`config.mk`:
```
export PLATFORM = sky130hd
export DESIGN_NAME = accel_trimmed_mean_filter_flat
export DESIGN_NICKNAME = d
export VERILOG_FILES = /design/src/sv/tmf_pkg.sv /design/src/sv/tmf_if.sv /design/src/sv/accel_trimmed_mean_filter.sv /design/src/flat_wrapper.sv
export SDC_FILE = /design/constraint.sdc
export NUM_CORES = 1
export LEC_CHECK = 0
export CORE_ASPECT_RATIO = 1.25
export CORE_MARGIN = 4
export CORE_UTILIZATION = 40
export DETAILED_ROUTE_END_ITERATION = 6
export DONT_BUFFER_PORTS = 1
export PLACE_DENSITY = 0.54
export SYNTH_ARGS = -nofsm -noshare
export SYNTH_HDL_FRONTEND = slang
export SYNTH_SLANG_ARGS = --single-unit
```
`constraint.sdc`:
```
create_clock -name clock -period 14.6 [get_ports clock]
set_input_delay 1.46 -clock clock [delete_from_list [all_inputs] [get_ports clock]]
set_output_delay 1.46 -clock clock [all_outputs]
set_load 0.005 [all_outputs]
```
`src/sv/tmf_pkg.sv`:
```
// Shared types, constants and the sample conversion for the trimmed-mean filter.
`default_nettype none

package tmf_pkg;

   // Number of axes that keep their own statistics.
   localparam int unsigned AXES = 3;
   localparam int unsigned AXIS_IDX_W = (AXES > 1) ? $clog2(AXES) : 1;

   // Fixed field widths.
   localparam int unsigned KIND_W   = 2;
   localparam int unsigned BYTE_W   = 8;
   localparam int unsigned SAMPLE_W = 19;
   localparam int unsigned SUM_W    = 23;
   localparam int unsigned COUNT_W  = 4;

   // Conversion and window constants.
   localparam logic [BYTE_W-1:0]  SIGN_LIMIT = 8'd16;
   localparam logic [COUNT_W-1:0] WINDOW     = 4'd10;
   localparam int unsigned        KEPT_SHIFT = 3;

   typedef logic [KIND_W-1:0]           kind_type;
   typedef logic [BYTE_W-1:0]           byte_type;
   typedef logic signed [SAMPLE_W-1:0]  sample_type;
   typedef logic signed [SUM_W-1:0]     sum_type;
   typedef logic [COUNT_W-1:0]          count_type;
   typedef logic [AXIS_IDX_W-1:0]       axis_idx_type;

   localparam sample_type SAMPLE_MAX = {1'b0, {(SAMPLE_W-1){1'b1}}};
   localparam sample_type SAMPLE_MIN = {1'b1, {(SAMPLE_W-1){1'b0}}};

   // Convert a raw byte pair to milli-g. Low weight 4 and high weight 1024
   // do not overlap, so the magnitude is a plain concatenation.
   function automatic sample_type to_milli_g(input byte_type lo, input byte_type hi);
      sample_type mag;
      if (hi > SIGN_LIMIT) begin
         mag = {1'b0, ~hi, ~lo, 2'b00};
         return -mag;
      end else begin
         return {1'b0, hi, lo, 2'b00};
      end
   endfunction

endpackage

`default_nettype wire

```
`src/sv/tmf_if.sv`:
```
// Valid/ready stream interfaces for the sample and result channels.
`default_nettype none

interface tmf_req_if;
   import tmf_pkg::*;
   logic     valid;
   logic     ready;
   kind_type kind;
   byte_type low_byte;
   byte_type high_byte;

   modport source (output valid, output kind, output low_byte, output high_byte,
                   input ready);
   modport sink   (input valid, input kind, input low_byte, input high_byte,
                   output ready);
endinterface

interface tmf_rsp_if;
   import tmf_pkg::*;
   logic       valid;
   logic       ready;
   kind_type   axis;
   sample_type mean_mg;

   modport source (output valid, output axis, output mean_mg, input ready);
   modport sink   (input valid, input axis, input mean_mg, output ready);
endinterface

`default_nettype wire

```
`src/sv/accel_trimmed_mean_filter.sv`:
```
// Top level of the per-axis trimmed-mean filter for accelerometer samples.
//
// The req channel carries one raw sample per beat: the axis tag (kind) and
// the sensor's low and high data bytes. Beats with an axis tag outside the
// configured axis range are accepted and dropped without touching state.
// Each sample is converted to milli-g as it enters the input register. Once
// it is held there and the result register can take a beat, the axis's
// count, sum, minimum and maximum are updated; on the tenth sample of an
// axis the sum less the extremes, divided by eight toward zero, is loaded
// into the rsp register and that axis starts over. Throughput is one sample
// per cycle while rsp can take a beat; the read-modify-write of the per-axis
// statistics lets samples of the same axis follow back to back.
// When the receiver holds rsp.ready low, the finished result stays in the
// rsp register while the input register still takes one more beat; req.ready
// falls only when both are full. A synchronous reset empties both registers
// and returns every axis to a zero count and sum with the extremes at their
// most positive and most negative values.
`default_nettype none

module accel_trimmed_mean_filter (
   input  wire logic clock,
   input  wire logic reset,
   tmf_req_if.sink   req,
   tmf_rsp_if.source rsp
);
   import tmf_pkg::*;

   // Input register: axis and converted sample.
   logic         in_valid_ff, in_valid_in;
   axis_idx_type in_axis_ff;
   sample_type   in_value_ff;

   // Result register.
   logic       out_valid_ff, out_valid_in;
   kind_type   out_axis_ff, out_axis_in;
   sample_type out_mean_ff, out_mean_in;

   // Per-axis statistics.
   count_type  count_ff [AXES];
   sum_type    sum_ff   [AXES];
   sample_type min_ff   [AXES];
   sample_type max_ff   [AXES];

   logic       advance;
   logic       req_take;
   logic       kind_ok;

   count_type  count_new;
   sum_type    sum_new;
   sample_type min_new;
   sample_type max_new;
   sum_type    trimmed;
   sum_type    biased;
   sum_type    shifted;
   logic       window_done;

   // The input stage moves on whenever the result register can take a beat.
   assign advance   = !out_valid_ff || rsp.ready;
   assign req.ready = !in_valid_ff || advance;
   assign req_take  = req.valid && req.ready;
   assign kind_ok   = ({{(32-KIND_W){1'b0}}, req.kind} < AXES);

   always_comb begin
      if (req.ready) begin
         in_valid_in = req_take && kind_ok;
      end else begin
         in_valid_in = in_valid_ff;
      end
   end

   always_ff @(posedge clock) begin
      if (reset) begin
         in_valid_ff <= 1'b0;
      end else begin
         in_valid_ff <= in_valid_in;
      end
   end

   // Payload of the input register is loaded on every accepted beat.
   always_ff @(posedge clock) begin
      if (req_take) begin
         in_axis_ff  <= req.kind[AXIS_IDX_W-1:0];
         in_value_ff <= to_milli_g(req.low_byte, req.high_byte);
      end
   end

   // Read-modify-write of the selected axis's statistics.
   always_comb begin
      count_new   = count_ff[in_axis_ff] + count_type'(1);
      sum_new     = sum_ff[in_axis_ff] + SUM_W'(in_value_ff);
      min_new     = (in_value_ff < min_ff[in_axis_ff]) ? in_value_ff : min_ff[in_axis_ff];
      max_new     = (in_value_ff > max_ff[in_axis_ff]) ? in_value_ff : max_ff[in_axis_ff];
      window_done = (count_new == WINDOW);
      trimmed     = sum_new - SUM_W'(min_new) - SUM_W'(max_new);
      // Round toward zero: bias negative values before the arithmetic shift.
      biased      = trimmed + (trimmed[SUM_W-1] ? sum_type'((1 << KEPT_SHIFT) - 1)
                                                : sum_type'(0));
      shifted     = biased >>> KEPT_SHIFT;
   end

   always_ff @(posedge clock) begin
      if (reset) begin
         for (int a = 0; a < AXES; a++) begin
            count_ff[a] <= '0;
            sum_ff[a]   <= '0;
            min_ff[a]   <= SAMPLE_MAX;
            max_ff[a]   <= SAMPLE_MIN;
         end
      end else if (in_valid_ff && advance) begin
         if (window_done) begin
            count_ff[in_axis_ff] <= '0;
            sum_ff[in_axis_ff]   <= '0;
            min_ff[in_axis_ff]   <= SAMPLE_MAX;
            max_ff[in_axis_ff]   <= SAMPLE_MIN;
         end else begin
            count_ff[in_axis_ff] <= count_new;
            sum_ff[in_axis_ff]   <= sum_new;
            min_ff[in_axis_ff]   <= min_new;
            max_ff[in_axis_ff]   <= max_new;
         end
      end
   end

   // Result register: loaded when a window closes, emptied when taken.
   always_comb begin
      out_valid_in = out_valid_ff && !rsp.ready;
      out_axis_in  = out_axis_ff;
      out_mean_in  = out_mean_ff;
      if (in_valid_ff && advance && window_done) begin
         out_valid_in = 1'b1;
         out_axis_in  = KIND_W'(in_axis_ff);
         out_mean_in  = shifted[SAMPLE_W-1:0];
      end
   end

   always_ff @(posedge clock) begin
      if (reset) begin
         out_valid_ff <= 1'b0;
      end else begin
         out_valid_ff <= out_valid_in;
      end
   end

   always_ff @(posedge clock) begin
      out_axis_ff <= out_axis_in;
      out_mean_ff <= out_mean_in;
   end

   assign rsp.valid   = out_valid_ff;
   assign rsp.axis    = out_axis_ff;
   assign rsp.mean_mg = out_mean_ff;

endmodule

`default_nettype wire

```
`src/flat_wrapper.sv`:
```
// flat-port wrapper written by rule: the top's interface ports become plain ports
module accel_trimmed_mean_filter_flat import tmf_pkg::*;
  (clock, reset, req_valid, req_kind, req_low_byte, req_high_byte, req_ready, rsp_valid, rsp_axis, rsp_mean_mg, rsp_ready);
  tmf_req_if req_i ();
  tmf_rsp_if rsp_i ();
  input  wire logic clock;
  input  wire logic reset;
  input wire logic [$bits(req_i.valid)-1:0] req_valid;
  input wire logic [$bits(req_i.kind)-1:0] req_kind;
  input wire logic [$bits(req_i.low_byte)-1:0] req_low_byte;
  input wire logic [$bits(req_i.high_byte)-1:0] req_high_byte;
  output wire logic [$bits(req_i.ready)-1:0] req_ready;
  output wire logic [$bits(rsp_i.valid)-1:0] rsp_valid;
  output wire logic [$bits(rsp_i.axis)-1:0] rsp_axis;
  output wire logic [$bits(rsp_i.mean_mg)-1:0] rsp_mean_mg;
  input wire logic [$bits(rsp_i.ready)-1:0] rsp_ready;
  assign req_i.valid = req_valid;
  assign req_i.kind = req_kind;
  assign req_i.low_byte = req_low_byte;
  assign req_i.high_byte = req_high_byte;
  assign req_ready = req_i.ready;
  assign rsp_valid = rsp_i.valid;
  assign rsp_axis = rsp_i.axis;
  assign rsp_mean_mg = rsp_i.mean_mg;
  assign rsp_i.ready = rsp_ready;
  accel_trimmed_mean_filter u_core (.clock(clock), .reset(reset), .req(req_i), .rsp(rsp_i));
endmodule
```
### Word level (Yosys, flattened, before mapping)

Memories as Yosys holds them, arrays and structs flattened. A register that Yosys moved wholly into a read port is not among the register bits.
Cells that the tools add are included.

* bits in registers: 44
* bits in latches: 0
* RAM bits: 195
* bits in read-only memories: 0
* input port bits: 22
* output and inout port bits: 23
* logic and storage cells: 77
* memories: 4

* add/subtract/negate cells: 6
* $mul: 0
* div/mod/pow operators: 0
* magnitude comparators: 4
* equal/unequal tests: 1
* shift operators: 0
* muxes and demuxes: 35
* bitwise logic cells: 6
* reduce and logical (&&, ||, !) cells: 14

Memory list
* u_core.sum_ff: words 3, bits a word 23, rd ports 1, clocked after Yosys merged registers in 1, wr ports 3, RTL line accel_trimmed_mean_filter.sv:40 `sum_type sum_ff [AXES];`
* u_core.max_ff: words 3, bits a word 19, rd ports 1, clocked after Yosys merged registers in 1, wr ports 3, RTL line accel_trimmed_mean_filter.sv:42 `sample_type max_ff [AXES];`
* u_core.min_ff: words 3, bits a word 19, rd ports 1, clocked after Yosys merged registers in 1, wr ports 3, RTL line accel_trimmed_mean_filter.sv:41 `sample_type min_ff [AXES];`
* u_core.count_ff: words 3, bits a word 4, rd ports 1, clocked after Yosys merged registers in 1, wr ports 3, RTL line accel_trimmed_mean_filter.sv:39 `count_type count_ff [AXES];`

Operator list (count)
* two-way mux 19 bit: 6
* two-way mux 23 bit: 2
* subtractor 23 x 19 -> 23 bit: 2
* OR reduction 19 bit: 2
* adder 23 x 19 -> 23 bit: 1
* OR reduction 23 bit: 1
* adder 22 bit: 1
* > comparator 19 bit: 1
* < comparator 19 bit: 1
* negation 18 -> 19 bit: 1
* two-way mux 18 bit: 1
* two-way mux 2 bit: 8
* NOT 8 bit: 2
* two-way mux 1 bit: 15
* > comparator 8 x 5 -> 1 bit (second input constant): 1
* two-way mux 4 bit: 2
* logical AND 1 bit: 5
* adder 4 x 1 -> 4 bit (second input constant): 1
* == test 4 bit (second input constant): 1
* OR 1 bit: 4
* OR reduction 4 bit: 1
* zero test 1 bit: 3
* two-way mux 3 bit: 1
* logical OR 1 bit: 2
* < comparator 2 bit (second input constant): 1

### Longest topological paths before layout

* depth after elaboration: 9
* mapped depth: 35
* depth with buffers taken out: 30

### Worst setup path before layout

No wires, ideal clock.

* kind: reg-to-reg
* start: reg (tool-made name)
* end: reg u_core.out_mean_ff[18], in the netlist u_core.rsp.mean_mg[18] (data pin)
* library setup time: 0.261 ns
* data arrival time: 7.274 ns
* required time: 14.339 ns
* slack: 7.065 ns
* stages on the path, launching flop included: 33
* path buffers: 6
* clock period less this slack: 7.535 ns
* cells stage by stage: dfxtp_1 -> buf_6 -> buf_2 -> buf_1 -> mux4_2 -> inv_1 -> ha_1 -> a21o_1 -> a21o_1 -> a211oi_1 -> nor2_1 -> a2111oi_0 -> a31oi_1 -> buf_4 -> buf_6 -> mux2i_1 -> fa_1 -> ha_1 -> and3_1 -> buf_2 -> and4_1 -> a32o_1 -> nor2_1 -> o31a_1 -> xor2_1 -> ha_1 -> nand3_1 -> nor2_1 -> nand4b_1 -> mux2i_4 -> o2111ai_4 -> nor4_2 -> xnor2_1

RTL lines
* to (signal assigned): RTL line accel_trimmed_mean_filter.sv:146 `out_mean_ff <= out_mean_in;`
* to (decl): RTL line accel_trimmed_mean_filter.sv:36 `sample_type out_mean_ff, out_mean_in;`

==> out/qor.yml <==
status: "finished, final reports clean"
cts_setup_buffers: 0
endpoint: "u_core.rsp.mean_mg[18]$_DFFE_PP_"
core_region_area_sq_um: 41100
clk_root_buffer_cell: "clkbuf_16"
synthTopCellsByCount: "300 x edfxtp_1, 192 x nor2_1, 138 x nand2_1"
num_rows: 83
slowest_stage: "dfxtp_4"
ff2ff_setup_slack_ps: 5620
fill_cells: 3840
ys_seq_area_share_pct: 54.4
synth_top_area_share_pct: 54.0
synthTopCellsByArea: "edfxtp_1 54%, mux4_2 8.2%, ha_1 6.1%"
utilization_pct: 44.8
finalWirelength_um: 42200
place_hpwl_um: 28300
layout.nets: 1451
synth_xor_area_share_pct: 3.86
synth_top_family_by_area: "simple AND/OR/NAND/NOR gates"
fin_crit_ps: 8980
drt_iter0_markers: 698
register_area_sq_um: 9100
cts_resized: 0
criticalPathCategory: "reg2reg"
cts-buffers-inserted: 34
yosysMostFrequentCell: "edfxtp_1"
cts_tree: "yes"
p_per_area_nw_per_um2: 176
synth_compound_area_share_pct: 6.49
final_area_sq_um: 18400
clockBufferDepth: 3
die_y_um: 236
cts_sinks: 304
cp.required_ps: 14860
clock_latency_ps: 520
ant_nets: 0
rsz0062_at_grt: "false"
drive_gt1_share_pct: 12.6
synth_edf_count: 300
reg2reg_depth: 30
cts_hold_buffers: 0
maxSlewViolCount: 0
finalSetupViolCount: 0
start_kind: "register"
yosys_warnings: 0
grt_max_degree: 66
syn_nets: 1442
netlist_instances: 1315
routedWlPerCell_um: 22.2
first_pass_iters: 5
synth-simple-area-share_pct: 11.8
grt_pass1_vias: 11100
clk_pin_slew_ps: 60
dpl_cell_area_sq_um: 17400
h-tree-depth: 2
hp-class: "reg2reg"
async_reset_ff_share_pct: 0
gp_congestion: 0.870
grt_pass1_wl_um: 65000
netlist_area_sq_um: 16700
drc: 0
synth_seq_cells: 304
port_buffers: 0
cp.arrival_ps: 9240
fp.dieArea_sq_um: 45100
die_w_um: 191
synth_top_area_cell: "edfxtp_1"
pin_count: 45
slew_headroom_pct: 25.8
ys.flop_type: "edfxtp_1"
antenna_cells: 0
r2r_end: "u_core.rsp.mean_mg[18]$_DFFE_PP_"
worstPathMaxFanout: 37
tns_ps: 0
timing.fmax_mhz: 111
leakage_nw: 6.78
multi_input_area_sq_um: 7120
synthToLayoutAreaGrowth_pct: 10.3
crit_path_end_kind: "register"
peakVddDrop_mv: 0.0959
ys_types: 75
gr-total-overflow: 0
synthMuxAreaShare_pct: 11.3
initial_core_util_pct: 40.6
antenna_found_initial: 0
timing.final.crit_share_pct: 61.5
vias: 10500
cpMostUsedCell: "nor2_1"
track_usage_pct: 18.9
finClkSkew_ps: 18.8
hold_violations: 0
postSynthAreaPerCell_sq_um: 12.7
slowest_delay_ps: 790
synthAdderAreaFrac_pct: 8.90
max_cap_violations: 0
via_per_inst: 5.50
worst_pin_slew_ps: 1110
==> placed cells by master (no fill, tap or decap), types with 4 or more instances in the layout <==
master | Yosys | layout
mux2_2 | 4 | 4
o21a_1 | 12 | 12
and2_1 | 4 | 4
nand3b_1 | 4 | 4
mux2i_1 | 37 | 37
edfxtp_1 | 300 | 300
clkinv_1 | 0 | 6
nor3_1 | 17 | 17
o21bai_1 | 7 | 7
and3_1 | 9 | 8
nand2b_1 | 15 | 12
nand2_1 | 138 | 137
o21ai_0 | 17 | 17
or3_1 | 4 | 4
nand3_1 | 20 | 20
xnor2_1 | 42 | 42
clkbuf_1 | 29 | 8
nor2_1 | 192 | 191
clkinv_2 | 0 | 6
nor3b_1 | 4 | 4
nand4_1 | 15 | 15
a21o_1 | 20 | 20
xor2_1 | 27 | 27
fa_1 | 23 | 23
mux4_2 | 61 | 61
clkbuf_16 | 0 | 35
a31o_2 | 4 | 4
buf_4 | 3 | 18
o211ai_1 | 4 | 4
nor2b_1 | 5 | 5
or2_2 | 4 | 4
a21oi_1 | 47 | 47
inv_1 | 87 | 87
a211oi_1 | 5 | 5
ha_1 | 82 | 82
==> per-stage QoR <==
stage                     hold WS [ps]  power, W  instances  setup slack [ps]
after detailed placement           504   0.00244       1840              5540
after global routing               554   0.00345       1900              4790
after CTS                          516   0.00327       1900              5490
final                              521   0.00324       1900              5620
after global placement             501   0.00243       1840              5630
after floorplan                    478   0.00213       1315              7070
==> state kept, by name, summed over array words and instances (netlist names), named ones only <==
| name | flops |
|---|---|
| u_core.in_value_ff | 17 |
| u_core.max_ff | 76 |
| u_core.rsp.axis | 2 |
| u_core.count_ff | 16 |
| u_core.sum_ff | 92 |
| u_core.rsp.valid | 1 |
| u_core.min_ff | 76 |
| u_core.rsp.mean_mg | 19 |
| u_core.in_axis_ff | 2 |
| u_core.in_valid_ff | 1 |
==> worst min path at each step <==
stage	cells after the start	start	slack (ps)	endpoint
6_report	2	u_core.in_valid_ff$_SDFFE_PP0N_	520	u_core.rsp.valid$_SDFF_PP0_
5_1_grt	2	u_core.in_valid_ff$_SDFFE_PP0N_	550	u_core.rsp.valid$_SDFF_PP0_
4_1_cts	2	u_core.in_valid_ff$_SDFFE_PP0N_	520	u_core.rsp.valid$_SDFF_PP0_
3_5_place_dp	2	u_core.in_valid_ff$_SDFFE_PP0N_	500	u_core.rsp.valid$_SDFF_PP0_
3_3_place_gp	2	u_core.in_valid_ff$_SDFFE_PP0N_	500	u_core.rsp.valid$_SDFF_PP0_
2_1_floorplan	2	u_core.in_valid_ff$_SDFFE_PP0N_	480	u_core.rsp.valid$_SDFF_PP0_
==> logic make-up (layout without fill, tap and decap cells) <==
family | after synthesis | in the layout
buf+inv | 132 | 165
fa+ha+maj | 105 | 105
flops | 304 | 304
xor+xnor | 71 | 71
mux | 106 | 106
simple gates | 446 | 446
compound gates | 151 | 151
==> power breakdown <==
group	internal [W]	total, W	switching, W
clock network	0.000480	0.000822	0.000342
registers	0.00103	0.00106	0.0000273
logic	0.000543	0.00135	0.000812
==> worst max-delay path: cells and delay by family, from the launching register on <==
kind	cells	cell delay [ps]
AND/OR/NAND/NOR	8	1270
buffers and inverters	3	1120
AO/OA/AOI/OAI	10	2340
multiplexers	3	1300
adder cells (fa/ha/maj)	4	1500
XOR/XNOR	2	310
flip-flops	1	790
==> layout make-up <==
class / instances / area share [%]
flip-flops and latches: 304 / 49.4
multi-input cells: 879 / 38.7
clock buffers: 44 / 4.99
well taps: 552 / 3.75
inverters: 87 / 1.77
repair buffers: 18 / 0.734
clock inverters: 16 / 0.706
==> layer usage <==
layer,track usage [%],wire (um),vias up
li1,-,-,4827
met1,25.4,18100,5279
met5,0,0,-
met4,5.09,1110,0
met2,31.8,20600,281
met3,3.14,2320,66
(Power assumes the default switching activity.)
